[src/hw/rtl/assert_macros.svh]
// ---------------------------------------------------------------------------
// Assertion macros shared by the RTL
// ---------------------------------------------------------------------------
`ifndef ASSERT_MACROS_SVH
`define ASSERT_MACROS_SVH

`ifndef SYNTHESIS

// Checked on every rising clock edge outside reset
`define MCC_ASSERT(lbl, clk, rst_n, prop) \
  lbl: assert property (@(posedge clk) disable iff (!rst_n) prop) \
    else $error("assertion failed");

// Checked on every rising clock edge, reset included
`define MCC_ASSERT_ALWAYS(lbl, clk, prop) \
  lbl: assert property (@(posedge clk) prop) \
    else $error("assertion failed");

`else

`define MCC_ASSERT(lbl, clk, rst_n, prop)
`define MCC_ASSERT_ALWAYS(lbl, clk, prop)

`endif

`endif

[src/hw/rtl/mcc_pkg.sv]
// ---------------------------------------------------------------------------
// mcc_pkg
// Sizes, codes and shared types of the multichannel convolution block.
// ---------------------------------------------------------------------------
package mcc_pkg;

  localparam int KERNEL_SIDE   = 3;
  localparam int KERNEL_COUNT  = 16;
  localparam int CHANNEL_COUNT = 4;
  localparam int IMAGE_SIDE    = 32;
  localparam int OUT_SIDE      = 32;

  // fixed field widths
  localparam int REQ_W  = 2;
  localparam int KERN_W = 4;
  localparam int CHAN_W = 2;
  localparam int POS_W  = 5;
  localparam int TAP_W  = 2;
  localparam int VAL_W  = 16;
  localparam int PROD_W = 2 * VAL_W;
  localparam int RES_W  = 48;

  // taps used per direction: 0..2p (an even side drops its last row/column)
  localparam int TAP_PAD = (KERNEL_SIDE - 1) / 2;
  localparam int TAPS    = 2 * TAP_PAD + 1;
  localparam int STEPS   = CHANNEL_COUNT * TAPS * TAPS;

  localparam int WDEPTH  = KERNEL_COUNT * KERNEL_SIDE * KERNEL_SIDE;
  localparam int IDEPTH  = CHANNEL_COUNT * IMAGE_SIDE * IMAGE_SIDE;
  localparam int WADDR_W = (WDEPTH > 1) ? $clog2(WDEPTH) : 1;
  localparam int IADDR_W = (IDEPTH > 1) ? $clog2(IDEPTH) : 1;

  localparam int TCNT_W = (TAPS > 1) ? $clog2(TAPS) : 1;
  localparam int CCNT_W = (CHANNEL_COUNT > 1) ? $clog2(CHANNEL_COUNT) : 1;
  localparam int CRD_W  = $clog2(IMAGE_SIDE);
  localparam int MAXW_A = (POS_W > CRD_W) ? POS_W : CRD_W;
  localparam int MAXW   = (MAXW_A > TCNT_W) ? MAXW_A : TCNT_W;
  localparam int SUM_W  = MAXW + 3;

  typedef enum logic [REQ_W-1:0] {
    REQ_WEIGHT  = 2'd0,
    REQ_PIXEL   = 2'd1,
    REQ_COMPUTE = 2'd2
  } req_t;

  typedef enum logic [1:0] {
    S_IDLE,
    S_RUN,
    S_DRAIN,
    S_PUSH
  } state_t;

  typedef struct packed {
    logic                     we_w;
    logic                     we_i;
    logic [WADDR_W-1:0]       waddr;
    logic [IADDR_W-1:0]       iaddr;
    logic signed [VAL_W-1:0]  data;
  } mem_wr_t;

  typedef struct packed {
    logic               en;
    logic               last;
    logic [WADDR_W-1:0] waddr;
    logic [IADDR_W-1:0] iaddr;
  } mem_rd_t;

  typedef struct packed {
    logic [KERN_W-1:0] kern;
    logic [POS_W-1:0]  row;
    logic [POS_W-1:0]  col;
  } res_tag_t;

  // replicate border: clamp a sample coordinate into the image
  function automatic logic [CRD_W-1:0] clamp_coord(input logic signed [SUM_W-1:0] c);
    logic [CRD_W-1:0] r;
    if (c[SUM_W-1]) begin
      r = '0;
    end else if (c >= SUM_W'(IMAGE_SIDE)) begin
      r = CRD_W'(IMAGE_SIDE - 1);
    end else begin
      r = c[CRD_W-1:0];
    end
    return r;
  endfunction

endpackage

[src/hw/rtl/mcc_mac.sv]
// ---------------------------------------------------------------------------
// mcc_mac
// Shared multiply-accumulate: registered product, 48-bit exact accumulator.
// ---------------------------------------------------------------------------
module mcc_mac (
  input  logic                             clk,
  input  logic                             rst_n,
  input  logic                             clear,
  input  logic signed [mcc_pkg::VAL_W-1:0] w_data,
  input  logic signed [mcc_pkg::VAL_W-1:0] p_data,
  input  logic                             data_vld,
  input  logic                             data_last,
  output logic signed [mcc_pkg::RES_W-1:0] acc,
  output logic                             done
);
  import mcc_pkg::*;

  logic signed [PROD_W-1:0] prod_r;
  logic                     prod_vld_r;
  logic                     prod_last_r;
  logic signed [RES_W-1:0]  acc_r;
  logic signed [RES_W-1:0]  acc_nxt;
  logic                     done_r;

  always_comb begin
    acc_nxt = acc_r;
    if (clear) begin
      acc_nxt = '0;
    end else if (prod_vld_r) begin
      acc_nxt = acc_r + RES_W'(prod_r);
    end
  end

  always_ff @(posedge clk) begin
    prod_r <= PROD_W'(w_data) * PROD_W'(p_data);
    acc_r  <= acc_nxt;
  end

  always_ff @(posedge clk) begin
    if (!rst_n) begin
      prod_vld_r  <= 1'b0;
      prod_last_r <= 1'b0;
      done_r      <= 1'b0;
    end else begin
      prod_vld_r  <= data_vld;
      prod_last_r <= data_last;
      done_r      <= prod_vld_r & prod_last_r;
    end
  end

  assign acc  = acc_r;
  assign done = done_r;

endmodule

[config.mk]
export PLATFORM = sky130hd
export DESIGN_NAME = mcc_mac
export DESIGN_NICKNAME = d
export VERILOG_FILES = /design/src/hw/rtl/assert_macros.svh /design/src/hw/rtl/mcc_pkg.sv /design/src/hw/rtl/mcc_mac.sv
export SDC_FILE = /design/constraint.sdc
export NUM_CORES = 1
export LEC_CHECK = 0
export ABC_AREA = 1
export BUFFER_PORTS_ARGS = -buffer_cell sky130_fd_sc_hd__buf_4
export CORE_MARGIN = 2
export CORE_UTILIZATION = 44
export CTS_CLUSTER_DIAMETER = 30
export CTS_CLUSTER_SIZE = 14
export DETAILED_ROUTE_END_ITERATION = 10
export PLACE_DENSITY = 0.69
export SLEW_MARGIN = 5
export SYNTH_ARGS = -nofsm -noshare
export SYNTH_HDL_FRONTEND = slang
export SYNTH_SLANG_ARGS = --single-unit
[constraint.sdc]
create_clock -name clk -period 21 [get_ports clk]
set_clock_uncertainty 0.15 [all_clocks]
set_input_delay 4.2 -clock clk [delete_from_list [all_inputs] [get_ports clk]]
set_output_delay 4.2 -clock clk [all_outputs]
set_load 0.05 [all_outputs]
==> results.sh <==
export IMPL_mappedNetlistNets=2881
export IMPL_routabilityCongestion=0.977
export IMPL_numClockSinks=83
export IMPL_width_of_the_die_um=200
export IMPL_detail_route_wl_per_cell_um=15.2
export IMPL_grt_overflow_total=0
export IMPL_first_pass_grt_wire_length_mm=75.7
export IMPL_final_worst_path_period_share_pct=45.0
export IMPL_clock_tree_htree_level_count=3
export IMPL_post_synth_top_count_cell="sky130_fd_sc_hd__inv_1"
export IMPL_placement_setup_worst_slack_ns=11.11
export IMPL_grt_start_max_net_pins=50
export IMPL_min_delay_path_class="flip-flop to flip-flop"
export IMPL_post_route_util_pct=48.3
export IMPL_cts_root_to_sink_buffers=2
export IMPL_rrSetupSlack_ns=18.13
export IMPL_clk_pin_slew_worst_paths_ns=0.06
export IMPL_largest_family_of_logic_cells_by_synthesized_area="adder cells"
export IMPL_root_buffer="sky130_fd_sc_hd__clkbuf_16"
export IMPL_crit_slowest_cell="sky130_fd_sc_hd__fa_1"
export IMPL_achievable_frequency_mhz=106
export IMPL_post_synth_mux_area_share_pct=0
export IMPL_synth_xor_area_share_pct=2.95
export IMPL_synth_top_cells_by_count="sky130_fd_sc_hd__inv_1 (668), sky130_fd_sc_hd__nand2_1 (618), sky130_fd_sc_hd__fa_1 (263), sky130_fd_sc_hd__nor2_1 (207), sky130_fd_sc_hd__ha_1 (129)"
export IMPL_cp_slowest_stage_delay_ns=0.78
export IMPL_maxCapViolCount=0
export IMPL_finalNetCount=2906
export IMPL_ios=86
export IMPL_first_pass_iters=5
export IMPL_synth_ff_type="sky130_fd_sc_hd__dfxtp_1"
export IMPL_cts_tree="yes"
export IMPL_num_vias=14704
export IMPL_post_cts_resize_count=0
export IMPL_grt_antenna_before_repair=0
export IMPL_finalWorstSetupSlack_ns=11.55
export IMPL_number_of_input_and_output_port_buffers_inserted=85
export IMPL_clock_latency_ns=0.36
export IMPL_ant_nets=0
export IMPL_post_cts_hold_buffer_count=0
export IMPL_post_cts_repair_setup_buffers=0
export IMPL_finalHoldViolCount=0
export IMPL_synth_compound_area_share_pct=6.18
export IMPL_mappedNetlistArea_mm2=0.0169
export IMPL_asr_flop_ratio_synth_pct=0
export IMPL_final_cell_count_no_fill=2993
export IMPL_crit_arrival_ns=9.59
export IMPL_synth_cell_type_count=41
export IMPL_yosysTopAreaCellShare_pct=31.1
export IMPL_rsz0062_at_grt="false"
export IMPL_worst_setup_path_end_kind="flip-flop"
export IMPL_avgSynthCellArea_um2=6.90
export IMPL_drt_first_iter_violations=1019
export IMPL_dpl_hpwl_mm=38.9
export IMPL_synth_seq_area_share_pct=9.82
export IMPL_drive_above_1_share_pct=6.20
export IMPL_path_cells="buf_4, nand2_1, fa_1, inv_1, fa_1, inv_1, fa_1, fa_1, inv_1, fa_1, inv_1, fa_1, inv_1, ha_1, nand2_1, nor2_1, nand2_1, nor4_1, nand2_1, o211ai_1, xor2_1"
export IMPL_floorplan_die_height_um=200
export IMPL_detailed_route_vias_per_instance=4.91
export IMPL_worst_path_dominant_cell_family="adder cells"
export IMPL_place_inst=2977
export IMPL_flow_area_growth_from_synthesis_pct=7.79
export IMPL_period_needed_ns=9.45
export IMPL_synth_seq_cells=83
export IMPL_tightestPinTransition_ns=0.849
export IMPL_status="completed"
export IMPL_cts_buffers=9
export IMPL_synth_fa_ha_area_share_pct=40.7
export IMPL_post_synth_inst_count=2452
export IMPL_floorplan_die_area_mm2=0.0400
export IMPL_routed_wl_mm=45.5
export IMPL_synth_largest_area_cell="sky130_fd_sc_hd__fa_1"
export IMPL_slew_hr_pct=43.3
export IMPL_via_count_of_the_first_global_routing_pass=15095
export IMPL_worst_r2r_cell_count=11
export IMPL_slew_violations=0
export IMPL_yosys_warnings=0
export IMPL_insertedDiodeCount=0
export IMPL_cp_start_kind="input port"
export IMPL_cp_data_required_time_ns=21.14
export IMPL_critical_path_most_common_cell="sky130_fd_sc_hd__fa_1"
export IMPL_hold_path_cell_count=1
export IMPL_grt_usage_pct=24.0
export IMPL_finalSetupTns_ns=0
export IMPL_final_setup_violation_count=0
export IMPL_worstSetupPathType="input port to flip-flop"
export IMPL_core_area_mm2=0.0378
export IMPL_synth_edf_count=0
export IMPL_synth_simple_area_share_pct=23.7
export IMPL_drt_drc=0
export IMPL_floorplan_initialDensity_pct=44.8
export IMPL_critPathBufInv=6
export IMPL_critical_path_depth=21
export IMPL_synthTopCellsByArea="sky130_fd_sc_hd__fa_1 (31%), sky130_fd_sc_hd__inv_1 (15%), sky130_fd_sc_hd__nand2_1 (14%)"
export IMPL_critical_path_peak_fanout=16
export IMPL_placementRows=71
==> worst reg2reg max path: stages (launching register included) <==
cell and delay (ns):
sky130_fd_sc_hd__dfxtp_1 0.87, sky130_fd_sc_hd__ha_1 0.45, sky130_fd_sc_hd__a21oi_1 0.33, sky130_fd_sc_hd__o21ai_0 0.19, sky130_fd_sc_hd__inv_1 0.09, sky130_fd_sc_hd__nand2_1 0.08
sky130_fd_sc_hd__a21oi_1 0.17, sky130_fd_sc_hd__nand3_1 0.10, sky130_fd_sc_hd__nand2_1 0.06, sky130_fd_sc_hd__nand3_1 0.13, sky130_fd_sc_hd__nand2_1 0.10, sky130_fd_sc_hd__inv_1 0.04
==> sequential cells by signal (all words and copies together), names as in the netlist <==
| name | flops |
|---|---|
| prod_last_r | 1 |
| prod_r | 32 |
| acc | 48 |
| prod_vld_r | 1 |
| done | 1 |
==> kinds of logic (layout without fill, tap and decap cells) <==
group	after synthesis	after routing
AO/OA/AOI/OAI	184	184
XOR/XNOR	57	57
adder cells (fa/ha/maj)	392	392
buffers and inverters	751	781
flip-flops	83	83
AND/OR/NAND/NOR	985	985
==> cells in the final DEF, fill, tap and decap left out, drive strengths merged, types with 4 or more instances in the layout <==
cell,instances
o21bai,14
xnor2,16
xor2,41
o211ai,4
nor3,10
nand2,626
nand3,94
inv,679
dfxtp,83
a21o,11
buf,87
or2,4
ha,129
nand4,23
a21oi,85
fa,263
clkbuf,10
nor2,223
o21ai,62
==> metrics by stage <==
stage / hold slack, ns / cell area (um^2)
2_1_floorplan: 0.287 / 16900
3_3_place_gp: 0.289 / 17900
3_5_place_dp: 0.303 / 17900
4_1_cts: 0.316 / 18200
5_1_grt: 0.329 / 18200
6_report: 0.312 / 18200
==> cell type report <==
class | instances | area, um^2
clock buffers | 10 | 229
clock inverters | 6 | 72.6
fillers | 3831 | 19500
inverters | 678 | 2540
multi-input cells | 1618 | 12400
flip-flops and latches | 83 | 1660
well taps | 511 | 639
repair buffers | 87 | 653
==> metal layers <==
metal  track usage, %  share of wire, %
met5                0                 0
met4             6.17               2.0
met3             2.57               5.7
met2             41.9                48
met1             31.9                44
==> final timing paths <==
| path | start | to |
|---|---|---|
| setup / recovery | p_data[4] | prod_r[28] |
| hold reg to reg | prod_last_r | done |
| setup reg to reg | prod_r[31] | acc[36] |
| hold / removal | prod_last_r | done |
Power is not shown: default switching activity piles up to over one toggle a cycle in this logic, so the estimate is an artifact.
