**config.mk**
```make
export PLATFORM = sky130hd
export DESIGN_NAME = mcc_seq
export DESIGN_NICKNAME = d
export VERILOG_FILES = /design/src/hw/rtl/assert_macros.svh /design/src/hw/rtl/mcc_pkg.sv /design/src/hw/rtl/mcc_seq.sv
export SDC_FILE = /design/constraint.sdc
export NUM_CORES = 1
export LEC_CHECK = 0
export ABC_CLOCK_PERIOD_IN_PS = 7410
export BUFFER_PORTS_ARGS = -buffer_cell sky130_fd_sc_hd__buf_2
export CAP_MARGIN = 20
export CORE_UTILIZATION = 52
export CTS_CLUSTER_DIAMETER = 100
export CTS_CLUSTER_SIZE = 40
export DETAILED_ROUTE_END_ITERATION = 12
export PLACE_DENSITY_LB_ADDON = 0.25
export SLEW_MARGIN = 5
export SYNTH_ARGS = -nofsm -noshare
export SYNTH_HDL_FRONTEND = slang
export SYNTH_SLANG_ARGS = --single-unit
```
**constraint.sdc**
```tcl
create_clock -name clk -period 7.41 [get_ports clk]
set_input_delay 0.741 -clock clk [delete_from_list [all_inputs] [get_ports clk]]
set_output_delay 0.741 -clock clk [all_outputs]
set_load 0.1 [all_outputs]
```
**src/hw/rtl/assert_macros.svh**
```systemverilog
// ---------------------------------------------------------------------------
// Assertion macros shared by the RTL
// ---------------------------------------------------------------------------
`ifndef ASSERT_MACROS_SVH
`define ASSERT_MACROS_SVH

`ifndef SYNTHESIS

// Checked on every rising clock edge outside reset
`define MCC_ASSERT(lbl, clk, rst_n, prop) \
  lbl: assert property (@(posedge clk) disable iff (!rst_n) prop) \
    else $error("assertion failed");

// Checked on every rising clock edge, reset included
`define MCC_ASSERT_ALWAYS(lbl, clk, prop) \
  lbl: assert property (@(posedge clk) prop) \
    else $error("assertion failed");

`else

`define MCC_ASSERT(lbl, clk, rst_n, prop)
`define MCC_ASSERT_ALWAYS(lbl, clk, prop)

`endif

`endif

```
**src/hw/rtl/mcc_pkg.sv**
```systemverilog
// ---------------------------------------------------------------------------
// mcc_pkg
// Sizes, codes and shared types of the multichannel convolution block.
// ---------------------------------------------------------------------------
package mcc_pkg;

  localparam int KERNEL_SIDE   = 3;
  localparam int KERNEL_COUNT  = 16;
  localparam int CHANNEL_COUNT = 4;
  localparam int IMAGE_SIDE    = 32;
  localparam int OUT_SIDE      = 32;

  // fixed field widths
  localparam int REQ_W  = 2;
  localparam int KERN_W = 4;
  localparam int CHAN_W = 2;
  localparam int POS_W  = 5;
  localparam int TAP_W  = 2;
  localparam int VAL_W  = 16;
  localparam int PROD_W = 2 * VAL_W;
  localparam int RES_W  = 48;

  // taps used per direction: 0..2p (an even side drops its last row/column)
  localparam int TAP_PAD = (KERNEL_SIDE - 1) / 2;
  localparam int TAPS    = 2 * TAP_PAD + 1;
  localparam int STEPS   = CHANNEL_COUNT * TAPS * TAPS;

  localparam int WDEPTH  = KERNEL_COUNT * KERNEL_SIDE * KERNEL_SIDE;
  localparam int IDEPTH  = CHANNEL_COUNT * IMAGE_SIDE * IMAGE_SIDE;
  localparam int WADDR_W = (WDEPTH > 1) ? $clog2(WDEPTH) : 1;
  localparam int IADDR_W = (IDEPTH > 1) ? $clog2(IDEPTH) : 1;

  localparam int TCNT_W = (TAPS > 1) ? $clog2(TAPS) : 1;
  localparam int CCNT_W = (CHANNEL_COUNT > 1) ? $clog2(CHANNEL_COUNT) : 1;
  localparam int CRD_W  = $clog2(IMAGE_SIDE);
  localparam int MAXW_A = (POS_W > CRD_W) ? POS_W : CRD_W;
  localparam int MAXW   = (MAXW_A > TCNT_W) ? MAXW_A : TCNT_W;
  localparam int SUM_W  = MAXW + 3;

  typedef enum logic [REQ_W-1:0] {
    REQ_WEIGHT  = 2'd0,
    REQ_PIXEL   = 2'd1,
    REQ_COMPUTE = 2'd2
  } req_t;

  typedef enum logic [1:0] {
    S_IDLE,
    S_RUN,
    S_DRAIN,
    S_PUSH
  } state_t;

  typedef struct packed {
    logic                     we_w;
    logic                     we_i;
    logic [WADDR_W-1:0]       waddr;
    logic [IADDR_W-1:0]       iaddr;
    logic signed [VAL_W-1:0]  data;
  } mem_wr_t;

  typedef struct packed {
    logic               en;
    logic               last;
    logic [WADDR_W-1:0] waddr;
    logic [IADDR_W-1:0] iaddr;
  } mem_rd_t;

  typedef struct packed {
    logic [KERN_W-1:0] kern;
    logic [POS_W-1:0]  row;
    logic [POS_W-1:0]  col;
  } res_tag_t;

  // replicate border: clamp a sample coordinate into the image
  function automatic logic [CRD_W-1:0] clamp_coord(input logic signed [SUM_W-1:0] c);
    logic [CRD_W-1:0] r;
    if (c[SUM_W-1]) begin
      r = '0;
    end else if (c >= SUM_W'(IMAGE_SIDE)) begin
      r = CRD_W'(IMAGE_SIDE - 1);
    end else begin
      r = c[CRD_W-1:0];
    end
    return r;
  endfunction

endpackage

```
**src/hw/rtl/mcc_seq.sv**
```systemverilog
// ---------------------------------------------------------------------------
// mcc_seq
// Request decode and tap sequencer: channel, tap row, tap column counters.
// ---------------------------------------------------------------------------
module mcc_seq (
  input  logic                             clk,
  input  logic                             rst_n,
  input  logic                             in_valid,
  output logic                             in_ready,
  input  logic [mcc_pkg::REQ_W-1:0]        in_req_type,
  input  logic [mcc_pkg::KERN_W-1:0]       in_kernel_index,
  input  logic [mcc_pkg::CHAN_W-1:0]       in_channel_index,
  input  logic [mcc_pkg::POS_W-1:0]        in_row,
  input  logic [mcc_pkg::POS_W-1:0]        in_col,
  input  logic [mcc_pkg::TAP_W-1:0]        in_tap_row,
  input  logic [mcc_pkg::TAP_W-1:0]        in_tap_col,
  input  logic signed [mcc_pkg::VAL_W-1:0] in_value,
  input  logic                             mac_done,
  input  logic                             out_free,
  output mcc_pkg::mem_wr_t                 wr,
  output mcc_pkg::mem_rd_t                 rd,
  output logic                             clear,
  output logic                             push,
  output mcc_pkg::res_tag_t                tag
);
  import mcc_pkg::*;

  state_t              state_r, state_nxt;
  logic [CCNT_W-1:0]   ch_r, ch_nxt;
  logic [TCNT_W-1:0]   ty_r, ty_nxt;
  logic [TCNT_W-1:0]   tx_r, tx_nxt;
  res_tag_t            tag_r, tag_nxt;

  logic signed [SUM_W-1:0] ys_s;
  logic signed [SUM_W-1:0] xs_s;
  logic [CRD_W-1:0]        ys_c;
  logic [CRD_W-1:0]        xs_c;
  logic                    last_step;

  // sample coordinates of the current tap, clamped to the image
  always_comb begin
    ys_s = SUM_W'(tag_r.row) + SUM_W'(ty_r) - SUM_W'(TAP_PAD);
    xs_s = SUM_W'(tag_r.col) + SUM_W'(tx_r) - SUM_W'(TAP_PAD);
    ys_c = clamp_coord(ys_s);
    xs_c = clamp_coord(xs_s);
  end

  assign last_step = (32'(ch_r) == CHANNEL_COUNT - 1) && (32'(ty_r) == TAPS - 1) &&
                     (32'(tx_r) == TAPS - 1);

  always_comb begin
    rd.en    = (state_r == S_RUN);
    rd.last  = last_step;
    rd.waddr = WADDR_W'((32'(tag_r.kern) * KERNEL_SIDE + 32'(ty_r)) * KERNEL_SIDE +
                        32'(tx_r));
    rd.iaddr = IADDR_W'((32'(ch_r) * IMAGE_SIDE + 32'(ys_c)) * IMAGE_SIDE + 32'(xs_c));
  end

  always_comb begin
    state_nxt = state_r;
    ch_nxt    = ch_r;
    ty_nxt    = ty_r;
    tx_nxt    = tx_r;
    tag_nxt   = tag_r;
    in_ready  = 1'b0;
    clear     = 1'b0;
    push      = 1'b0;
    wr.we_w   = 1'b0;
    wr.we_i   = 1'b0;
    wr.data   = in_value;
    wr.waddr  = WADDR_W'((32'(in_kernel_index) * KERNEL_SIDE + 32'(in_tap_row)) *
                         KERNEL_SIDE + 32'(in_tap_col));
    wr.iaddr  = IADDR_W'((32'(in_channel_index) * IMAGE_SIDE + 32'(in_row)) *
                         IMAGE_SIDE + 32'(in_col));
    case (state_r)
      S_IDLE: begin
        in_ready = 1'b1;
        if (in_valid) begin
          case (in_req_type)
            REQ_WEIGHT: begin
              wr.we_w = (32'(in_kernel_index) < KERNEL_COUNT) &&
                        (32'(in_tap_row) < KERNEL_SIDE) && (32'(in_tap_col) < KERNEL_SIDE);
            end
            REQ_PIXEL: begin
              wr.we_i = (32'(in_channel_index) < CHANNEL_COUNT) &&
                        (32'(in_row) < IMAGE_SIDE) && (32'(in_col) < IMAGE_SIDE);
            end
            REQ_COMPUTE: begin
              // out-of-range compute is taken and dropped
              if ((32'(in_kernel_index) < KERNEL_COUNT) && (32'(in_row) < OUT_SIDE) &&
                  (32'(in_col) < OUT_SIDE)) begin
                tag_nxt.kern = in_kernel_index;
                tag_nxt.row  = in_row;
                tag_nxt.col  = in_col;
                ch_nxt       = '0;
                ty_nxt       = '0;
                tx_nxt       = '0;
                clear        = 1'b1;
                state_nxt    = S_RUN;
              end
            end
            default: ;
          endcase
        end
      end
      S_RUN: begin
        if (32'(tx_r) == TAPS - 1) begin
          tx_nxt = '0;
          if (32'(ty_r) == TAPS - 1) begin
            ty_nxt = '0;
            ch_nxt = ch_r + CCNT_W'(1);
          end else begin
            ty_nxt = ty_r + TCNT_W'(1);
          end
        end else begin
          tx_nxt = tx_r + TCNT_W'(1);
        end
        if (last_step) begin
          state_nxt = S_DRAIN;
        end
      end
      S_DRAIN: begin
        if (mac_done) begin
          state_nxt = S_PUSH;
        end
      end
      S_PUSH: begin
        if (out_free) begin
          push      = 1'b1;
          state_nxt = S_IDLE;
        end
      end
      default: begin
        state_nxt = S_IDLE;
      end
    endcase
  end

  always_ff @(posedge clk) begin
    if (!rst_n) begin
      state_r <= S_IDLE;
    end else begin
      state_r <= state_nxt;
    end
  end

  always_ff @(posedge clk) begin
    ch_r  <= ch_nxt;
    ty_r  <= ty_nxt;
    tx_r  <= tx_nxt;
    tag_r <= tag_nxt;
  end

  assign tag = tag_r;

endmodule
```
==> results.sh, run 1 <==
export IMPL_outcome="complete, no violations"
export IMPL_wl_per_cell_um=10.5
export IMPL_critPathKind="flop to output port"
export IMPL_path_cells="inv_1 > fa_1 > inv_1 > ha_1 > fa_1 > ha_1 > fa_1 > a21o_1 > a21oi_1 > xnor2_1 > buf_2"
export IMPL_cp_num_buf_inv=3
export IMPL_post_cts_buffers=0
export IMPL_fin_nets=446
export IMPL_core_area_sq_um=4790
export IMPL_path_clk_slew_ns=0.08
export IMPL_multi_input_area_sq_um=1560
export IMPL_synth_area_sq_um=2620
export IMPL_worstMarginPinSlew_ns=0.726
export IMPL_period_minus_slack_ns=4.58
export IMPL_required_ns=6.67
export IMPL_yosysSeqAreaShare_pct=24.4
export IMPL_antenna_found_initial=0
export IMPL_synth_async_reset_ratio_pct=0
export IMPL_syn_avg_cell_area_sq_um=9.57
export IMPL_io_buffers=83
export IMPL_grt_util_met1_pct=20.9
export IMPL_fp_dieW_um=73.0
export IMPL_arrival_ns=3.84
export IMPL_syn_num_nets=387
export IMPL_slew_headroom_pct=51.6
export IMPL_floorplan_initialDensity_pct=54.8
export IMPL_cts_resized=0
export IMPL_hold_viol=0
export IMPL_nFillCells=426
export IMPL_hold_ws_ns=0.524
export IMPL_seq_area_sq_um=641
export IMPL_drv_slew=0
export IMPL_first_global_vias=1799
export IMPL_finalCritPeriodShare_pct=61.8
export IMPL_insertion_delay_ns=0.26
export IMPL_viasPerCell=4.84
export IMPL_num_rows=25
export IMPL_ys_types=29
export IMPL_globalRouteOverflowTotal=0
export IMPL_gp_congestion=0.816
export IMPL_cts_root_buf="clkbuf_8"
export IMPL_synthFlopType="edfxtp_1"
export IMPL_holdBufCountCts=0
export IMPL_clkSinkCount=22
export IMPL_ys_ff_latch=22
export IMPL_fin_setup_tns_ns=0
export IMPL_layout_drive_gt1_share_pct=26.5
export IMPL_vias=1932
export IMPL_hp_class="flop to flop"
export IMPL_fmax_mhz=218
export IMPL_pin_count=120
export IMPL_drt_total_wl_mm=4.17
export IMPL_grt_pass1_wl_mm=7.14
export IMPL_cts_buffer_depth=2
export IMPL_setup_viol=0
export IMPL_initialDrtViolationCount=39
export IMPL_ys_warnings_count=0
export IMPL_dp_hpwl_mm=3.67
export IMPL_htreeDepth=1
export IMPL_grtUsageTotal_pct=16.8
export IMPL_synth_cells=274
export IMPL_ant_nets=0
export IMPL_critPathTopFamily="adder cells"
export IMPL_die_h_um=73.0
export IMPL_critPathSlowestCell="fa_1"
export IMPL_synth_edff_count=20
export IMPL_drv_cap=0
export IMPL_rsz0062_at_grt="no"
export IMPL_finClkSkew_ns=0.00233
export IMPL_fp_dieArea_sq_um=5330
export IMPL_antennaDiodeCount=0
export IMPL_areaGrowthSynthToFinish_pct=13.5
export IMPL_drc=0
export IMPL_cts_tree="done"
export IMPL_use_met3_pct=2.35
export IMPL_grt_busiest_layer="met2"
export IMPL_worstSetupStartpointType="flop"
export IMPL_first_pass_iters=5
export IMPL_critical_path_max_stage_delay_ns=0.54
export IMPL_worst_setup_path_end_kind="output port"
export IMPL_use_met2_pct=29.7
export IMPL_numCtsBuffers=3
export IMPL_path_max_fanout=3
export IMPL_crit_top_cell="fa_1"
export IMPL_grt_max_degree=16
==> through the flow <==
step	cells	util, %	setup slack (ns)	area [sq um]
finish	399	62.2	2.83	2980
global route	399	62.2	2.64	2980
CTS	399	62.2	2.82	2980
detailed placement	395	60.7	2.89	2900
global placement	395	60.7	2.93	2900
floorplan	274	-	1.26	2620
==> layout by cell type (no fill, tap or decap), types with 3 or more instances in the layout <==
cell type / n
edfxtp_1: 20
nand3_1: 3
fa_1: 10
xnor2_1: 12
nor2b_1: 4
ha_1: 60
a21o_1: 7
buf_2: 83
nor2_1: 7
and2_1: 3
nand2_1: 12
inv_1: 54
xor2_1: 6
clkbuf_8: 3
a21oi_1: 26
==> logic make-up after synthesis <==
group	Yosys count	share of synthesized area [%]
AND/OR/NAND/NOR	35	6.54
AO/OA/AOI/OAI	45	10.4
multiplexers	1	0.382
flip-flops	22	24.4
XOR/XNOR	18	6.01
adder cells (fa/ha/maj)	70	36.3
buffers and inverters	83	16.0
==> cell usage after synthesis (2+ instances only) <==
cell type	instances	area [sq um]
edfxtp_1	20	601
ha_1	60	751
nor2_1	7	26.3
o211ai_1	2	15.0
nand2_1	12	45.0
buf_4	29	218
a21o_1	7	52.6
inv_1	54	203
dfxtp_1	2	40.0
nand3_1	3	15.0
xor2_1	6	52.6
a21oi_1	26	130
and2_1	3	18.8
o21ai_0	2	10.0
a21boi_0	2	15.0
xnor2_1	12	105
o21bai_1	2	15.0
fa_1	10	200
nand2b_1	2	12.5
nor2b_1	4	25.0
==> sequential cells by signal, summed over array words and instances, names as in the netlist <==
name and count:
state_r 2, ch_r 2, ty_r 2, tag 14, tx_r 2
==> tightest hold or removal path, cell delays in order (launching register included) <==
cell	delay, ns
dfxtp_1	0.35
nand2_1	0.07
mux2i_1	0.06
==> worst paths after layout <==
kind | startpoint | to | slack [ns] | cells after the start
max | tag[10] | rd[17] | 2.83 | 11
min | state_r[1] | state_r[1] | 0.52 | 2
max reg2reg | state_r[0] | ch_r[0] | 5.36 | 5
min reg2reg | state_r[1] | state_r[1] | 0.52 | 2
==> area by class of cell <==
cell class | count | share of cell area [%]
multi-input combinational | 169 | 52.5
timing repair buffer | 83 | 14.0
inverter | 54 | 6.81
tap | 67 | 2.82
sequential | 22 | 21.5
clock inverter | 1 | 1.01
clock buffer | 3 | 1.39
==> layer usage <==
layer	routed length, um	share of wire (%)
met5	0	0
met3	242	5.8
met1	1950	47
met2	1920	46
met4	57	1.4
Power of run 1 is left out: the tool's default activity adds up to more than one toggle a clock period on the data nets, which glitch-free logic cannot reach.
==> run 2, diff against run 1 <==
--- a/config.mk
+++ b/config.mk
@@ -5,10 +5,11 @@
 export SDC_FILE = /design/constraint.sdc
 export NUM_CORES = 1
 export LEC_CHECK = 0
-export ABC_CLOCK_PERIOD_IN_PS = 7410
+export ABC_AREA = 1
+export ABC_CLOCK_PERIOD_IN_PS = 4100
 export BUFFER_PORTS_ARGS = -buffer_cell sky130_fd_sc_hd__buf_2
 export CAP_MARGIN = 20
-export CORE_UTILIZATION = 52
+export CORE_UTILIZATION = 44
 export CTS_CLUSTER_DIAMETER = 100
 export CTS_CLUSTER_SIZE = 40
 export DETAILED_ROUTE_END_ITERATION = 12
==> constraint.sdc (replaced) <==
create_clock -name clk -period 4.1 [get_ports clk]
set_input_delay 0.41 -clock clk [delete_from_list [all_inputs] [get_ports clk]]
set_output_delay 0.41 -clock clk [all_outputs]
set_load 0.1 [all_outputs]
==> run 2 against run 1 <==
Synthesized cell count grew 19%. Critical path depth grew 4. Via count grew 12%. Non-clock buffer count grew 1. Global-route usage shrank 1.0 points. Utilization shrank 6.2 points. Die area grew 24%. Count of clock-buffer cells in the layout is the same. Sequential share of layout area shrank 2.4 points. Register-to-register slack lost 2.9 ns. Clock skew grew 0.0014 ns. Largest cell class unchanged.
==> results.sh, run 2 <==
export IMPL_outcome="complete, no violations"
export IMPL_layout_common_cells="buf_2, inv_1, ha_1"
export IMPL_gp_congestion=0.847
export IMPL_worstMarginPinSlew_ns=0.495
export IMPL_synth_area_sq_um=2770
export IMPL_hp_class="input pin to flop"
export IMPL_viasPerCell=4.72
export IMPL_dr_max_layer_used="met4"
export IMPL_syn_num_nets=438
export IMPL_die_h_um=81.4
export IMPL_path_clk_slew_ns=0.08
export IMPL_synth_cells=325
export IMPL_nFillCells=564
export IMPL_hold_viol=0
export IMPL_wl_met1_mm=2.07
export IMPL_rsz0062_at_grt="no"
export IMPL_synthFlopType="edfxtp_1"
export IMPL_path_max_fanout=5
export IMPL_yosysTopAreaCell="ha_1"
export IMPL_first_pass_iters=4
export IMPL_ys_ff_latch=22
export IMPL_fin_util_pct=56.0
export IMPL_num_rows=28
export IMPL_io_buffers=83
export IMPL_drt_total_wl_mm=4.94
export IMPL_grt_pass1_wl_mm=8.22
export IMPL_holdBufCountCts=0
export IMPL_critical_path_max_stage_delay_ns=0.53
export IMPL_finClkSkew_ns=0.00373
export IMPL_globalRouteOverflowTotal=0
export IMPL_drv_slew=0
export IMPL_cp_num_buf_inv=3
export IMPL_worst_setup_path_end_kind="output port"
export IMPL_final_common_cell="buf_2"
export IMPL_post_cts_buffers=0
export IMPL_synth_edff_count=20
export IMPL_critPathSlowestCell="fa_1"
export IMPL_insertion_delay_ns=0.26
export IMPL_ys_types=25
export IMPL_wl_per_cell_um=10.8
export IMPL_largest_reg_flops=14
export IMPL_fin_nets=498
export IMPL_fp_dieArea_sq_um=6630
export IMPL_areaGrowthSynthToFinish_pct=20.9
export IMPL_cts_root_buf="clkbuf_8"
export IMPL_initialDrtViolationCount=35
export IMPL_first_global_vias=2018
export IMPL_synth_top_area_share_pct=27.1
export IMPL_ys_warnings_count=0
export IMPL_core_area_sq_um=5990
export IMPL_arrival_ns=3.47
export IMPL_ys_top_cells_by_count="inv_1, ha_1, nand2_1"
export IMPL_critPathTopFamily="adder cells"
export IMPL_syn_avg_cell_area_sq_um=8.54
export IMPL_synth_async_reset_ratio_pct=0
export IMPL_design_area_sq_um=3350
export IMPL_htreeDepth=1
export IMPL_required_ns=3.69
export IMPL_layout_drive_gt1_share_pct=32.8
export IMPL_yosysSeqAreaShare_pct=23.1
export IMPL_path_cells="inv_1 > fa_1 > inv_1 > ha_4 > fa_2 > xor2_1 > ha_1 > ha_4 > nand3_2 > nand2_4 > nand2_1 > nand2_1 > nand2_1 > nand2_2 > buf_2"
export IMPL_finalCritPeriodShare_pct=94.6
export IMPL_antennaDiodeCount=0
export IMPL_grtUsageTotal_pct=15.8
export IMPL_drv_cap=0
export IMPL_antenna_found_initial=0
export IMPL_fmax_mhz=258
export IMPL_critPathKind="flop to output port"
export IMPL_drc=0
export IMPL_pin_count=120
export IMPL_cts_buffer_depth=2
export IMPL_crit_top_cell="nand2_1"
export IMPL_place_area_sq_um=3290
export IMPL_worstSetupStartpointType="flop"
export IMPL_yosysMostFrequentCell="inv_1"
export IMPL_numCtsBuffers=3
export IMPL_fp_dieW_um=81.4
export IMPL_synth_top_cells_by_area="ha_1, edfxtp_1, inv_1"
export IMPL_wl_met2_mm=2.61
export IMPL_dr_wl_met3_um=193
export IMPL_vias=2165
export IMPL_grt_max_degree=15
export IMPL_dp_hpwl_mm=4.44
export IMPL_slew_headroom_pct=67.2
export IMPL_setup_viol=0
export IMPL_period_minus_slack_ns=3.88
export IMPL_clkSinkCount=22
export IMPL_ant_nets=0
export IMPL_cts_tree="done"
export IMPL_floorplan_initialDensity_pct=46.3
-- run 2: cells by family after synthesis --
logic type,Yosys count,synth area share [%]
simple gates,94,15.0
buf+inv,101,17.6
xor+xnor,12,3.79
compound gates,26,6.23
fa+ha+maj,70,34.3
flops,22,23.1
-- run 2: final cells by class --
cell class	instances	area, sq um	area share (%)
multi-input cells	202	1850	55.0
flip-flops and latches	22	641	19.1
inverters	72	270	8.06
repair buffers	84	458	13.7
clock buffers	3	41.3	1.23
well taps	75	93.8	2.80
clock inverters	1	3.75	0.112
-- run 2: metal layers --
metal / vias up / GRT usage, %
li1: 1128 / -
met1: 981 / 17.6
met2: 49 / 30.5
met3: 7 / 1.69
met4: 0 / 5.54
met5: - / 0
-- run 2: final timing paths --
check,end,slack (ns),startpoint,cells after the start
setup / recovery,rd[19],0.22,ty_r[1],15
hold / removal,tag[6],0.33,in_row[1],1
setup reg to reg,ch_r[0],2.42,state_r[1],5
hold reg to reg,ch_r[0],0.59,ch_r[0],1
-- run 2: repair_timing --
item,in CTS,in global routing
pin swaps,0,0
endpoints found under the setup margin,1,3
cloned,0,0
gates resized for setup,1,5
-- run 2: per-stage QoR --
step                hold WS [ns]  std cells  TNS, ns  setup slack, ns
floorplan                  0.509        325   -0.438           -0.274
global placement           0.577        455        0            0.339
detailed placement         0.583        455        0            0.279
CTS                        0.325        459        0           0.0736
global route               0.321        459        0           0.0222
finish                     0.332        459        0            0.223
Power of run 2 is left out for the same reason.
==> run 3, diff against run 2 <==
--- a/config.mk
+++ b/config.mk
@@ -9,10 +9,11 @@
 export ABC_CLOCK_PERIOD_IN_PS = 4100
 export BUFFER_PORTS_ARGS = -buffer_cell sky130_fd_sc_hd__buf_2
 export CAP_MARGIN = 20
-export CORE_UTILIZATION = 44
+export CORE_UTILIZATION = 30
 export CTS_CLUSTER_DIAMETER = 100
 export CTS_CLUSTER_SIZE = 40
 export DETAILED_ROUTE_END_ITERATION = 12
+export GPL_TIMING_DRIVEN = 0
 export PLACE_DENSITY_LB_ADDON = 0.25
 export SLEW_MARGIN = 5
 export SYNTH_ARGS = -nofsm -noshare
==> run 3 against run 2 <==
Register-to-register slack lost 0.21 ns. Critical path depth shrank 1. Flip-flop and latch count is the same. Non-clock buffer count grew 47. Via count grew 9.2%. Routed wire length grew 13%. Final cell count grew 17%. Die area grew 45%. Critical endpoint is now wr[34]. Maximum frequency shrank 1.2%. First-iteration DRC count grew 23%. Critical path type is now input pin to output port. Highest routed layer unchanged.
==> results.sh, run 3 (synthesis results as in run 2) <==
export IMPL_layout_drive_gt1_share_pct=40.1
export IMPL_antenna_found_initial=0
export IMPL_fin_nets=545
export IMPL_io_buffers=101
export IMPL_drv_cap=0
export IMPL_path_clk_slew_ns=0.08
export IMPL_first_global_vias=2263
export IMPL_hold_viol=0
export IMPL_design_area_sq_um=3670
export IMPL_numCtsBuffers=3
export IMPL_post_cts_buffers=0
export IMPL_ant_nets=0
export IMPL_first_pass_iters=6
export IMPL_cts_buffer_depth=2
export IMPL_antennaDiodeCount=0
export IMPL_grtUsageTotal_pct=11.8
export IMPL_critPathKind="input pin to output port"
export IMPL_path_max_fanout=4
export IMPL_drv_slew=0
export IMPL_gp_congestion=0.798
export IMPL_num_rows=34
export IMPL_vias=2365
export IMPL_fp_dieW_um=98.2
export IMPL_slew_headroom_pct=66.8
export IMPL_finalCritPeriodShare_pct=95.8
export IMPL_layout_common_cells="buf_2, inv_1, ha_1"
export IMPL_die_h_um=98.2
export IMPL_globalRouteOverflowTotal=0
export IMPL_setup_viol=0
export IMPL_wl_per_cell_um=10.4
export IMPL_drt_total_wl_mm=5.60
export IMPL_insertion_delay_ns=0.26
export IMPL_worst_setup_path_end_kind="output port"
export IMPL_nFillCells=898
export IMPL_rsz0062_at_grt="no"
export IMPL_arrival_ns=3.52
export IMPL_grt_max_degree=13
export IMPL_outcome="complete, no violations"
export IMPL_floorplan_initialDensity_pct=31.3
export IMPL_worstMarginPinSlew_ns=0.502
export IMPL_largest_reg_flops=14
export IMPL_cts_root_buf="clkbuf_8"
export IMPL_clkSinkCount=22
export IMPL_initialDrtViolationCount=43
export IMPL_viasPerCell=4.39
export IMPL_place_area_sq_um=3610
export IMPL_worstSetupStartpointType="input pin"
export IMPL_areaGrowthSynthToFinish_pct=32.5
export IMPL_hp_class="input pin to flop"
export IMPL_drc=0
export IMPL_fmax_mhz=255
export IMPL_pin_count=120
export IMPL_fin_setup_tns_ns=0
export IMPL_grt_pass1_wl_mm=9.40
export IMPL_dp_hpwl_mm=5.08
export IMPL_core_area_sq_um=8850
export IMPL_period_minus_slack_ns=3.93
export IMPL_required_ns=3.69
export IMPL_fp_dieArea_sq_um=9640
export IMPL_final_common_cell="buf_2"
export IMPL_cts_tree="done"
export IMPL_htreeDepth=1
export IMPL_finClkSkew_ns=0.00280
[run 3: cell count changes in the layout (fill, tap and decap cells not counted)]
cell      previous run  this run
buf_4                3        32
buf_2               79        99
buf_12               2         0
clkbuf_8             3         4
clkinv_1             1         0
xor2_1               2         3
xor2_2               3         2
[run 3: area by class of cell]
class	count	area (sq um)	area share [%]
timing repair buffer	102	518	14.1
buffer	29	218	5.92
tap	108	135	3.68
inverter	72	270	7.35
multi-input combinational	202	1840	50.0
clock buffer	4	55.1	1.50
sequential	22	641	17.4
[run 3: timing repair]
item	4_1_cts	5_1_grt
pin swaps	0	0
gates resized for setup	1	4
hold endpoints to repair	0	0
hold buffers	0	0
setup endpoints to repair	1	2
[run 3: final timing paths]
check / from / end / slack [ns] / cells after the start
max: in_kernel_index[0] / wr[34] / 0.17 / 14
min: in_col[4] / tag[4] / 0.34 / 1
min reg2reg: tx_r[0] / tx_r[0] / 0.60 / 1
max reg2reg: state_r[0] / tag[0] / 2.21 / 5
[run 3: through the flow]
step / cells / util [%] / setup WS (ns) / hold WS, ns
5_1_grt: 539 / 41.5 / 0.00958 / 0.329
2_1_floorplan: 325 / - / -0.274 / 0.509
3_3_place_gp: 534 / 40.7 / 0.220 / 0.579
4_1_cts: 539 / 41.4 / 0.0164 / 0.333
6_report: 539 / 41.5 / 0.174 / 0.339
3_5_place_dp: 535 / 40.8 / 0.188 / 0.582
[run 3: critical path: stages]
cell and delay [ns]:
buf_2 0.13, fa_1 0.47, ha_1 0.24, fa_1 0.41, xor2_1 0.25, ha_1 0.27, ha_1 0.38, nand2_1 0.07
inv_1 0.08, nand4_1 0.15, nand3_1 0.12, nand2_1 0.06, nand2_1 0.05, buf_2 0.42
[run 3: metal layers]
metal	up-vias	track usage [%]	routed length (um)
met5	-	0	0
met4	0	3.90	97
met3	6	1.43	251
met2	68	22.7	2890
met1	1067	13.4	2360
li1	1224	-	-
Power of run 3 is left out for the same reason.
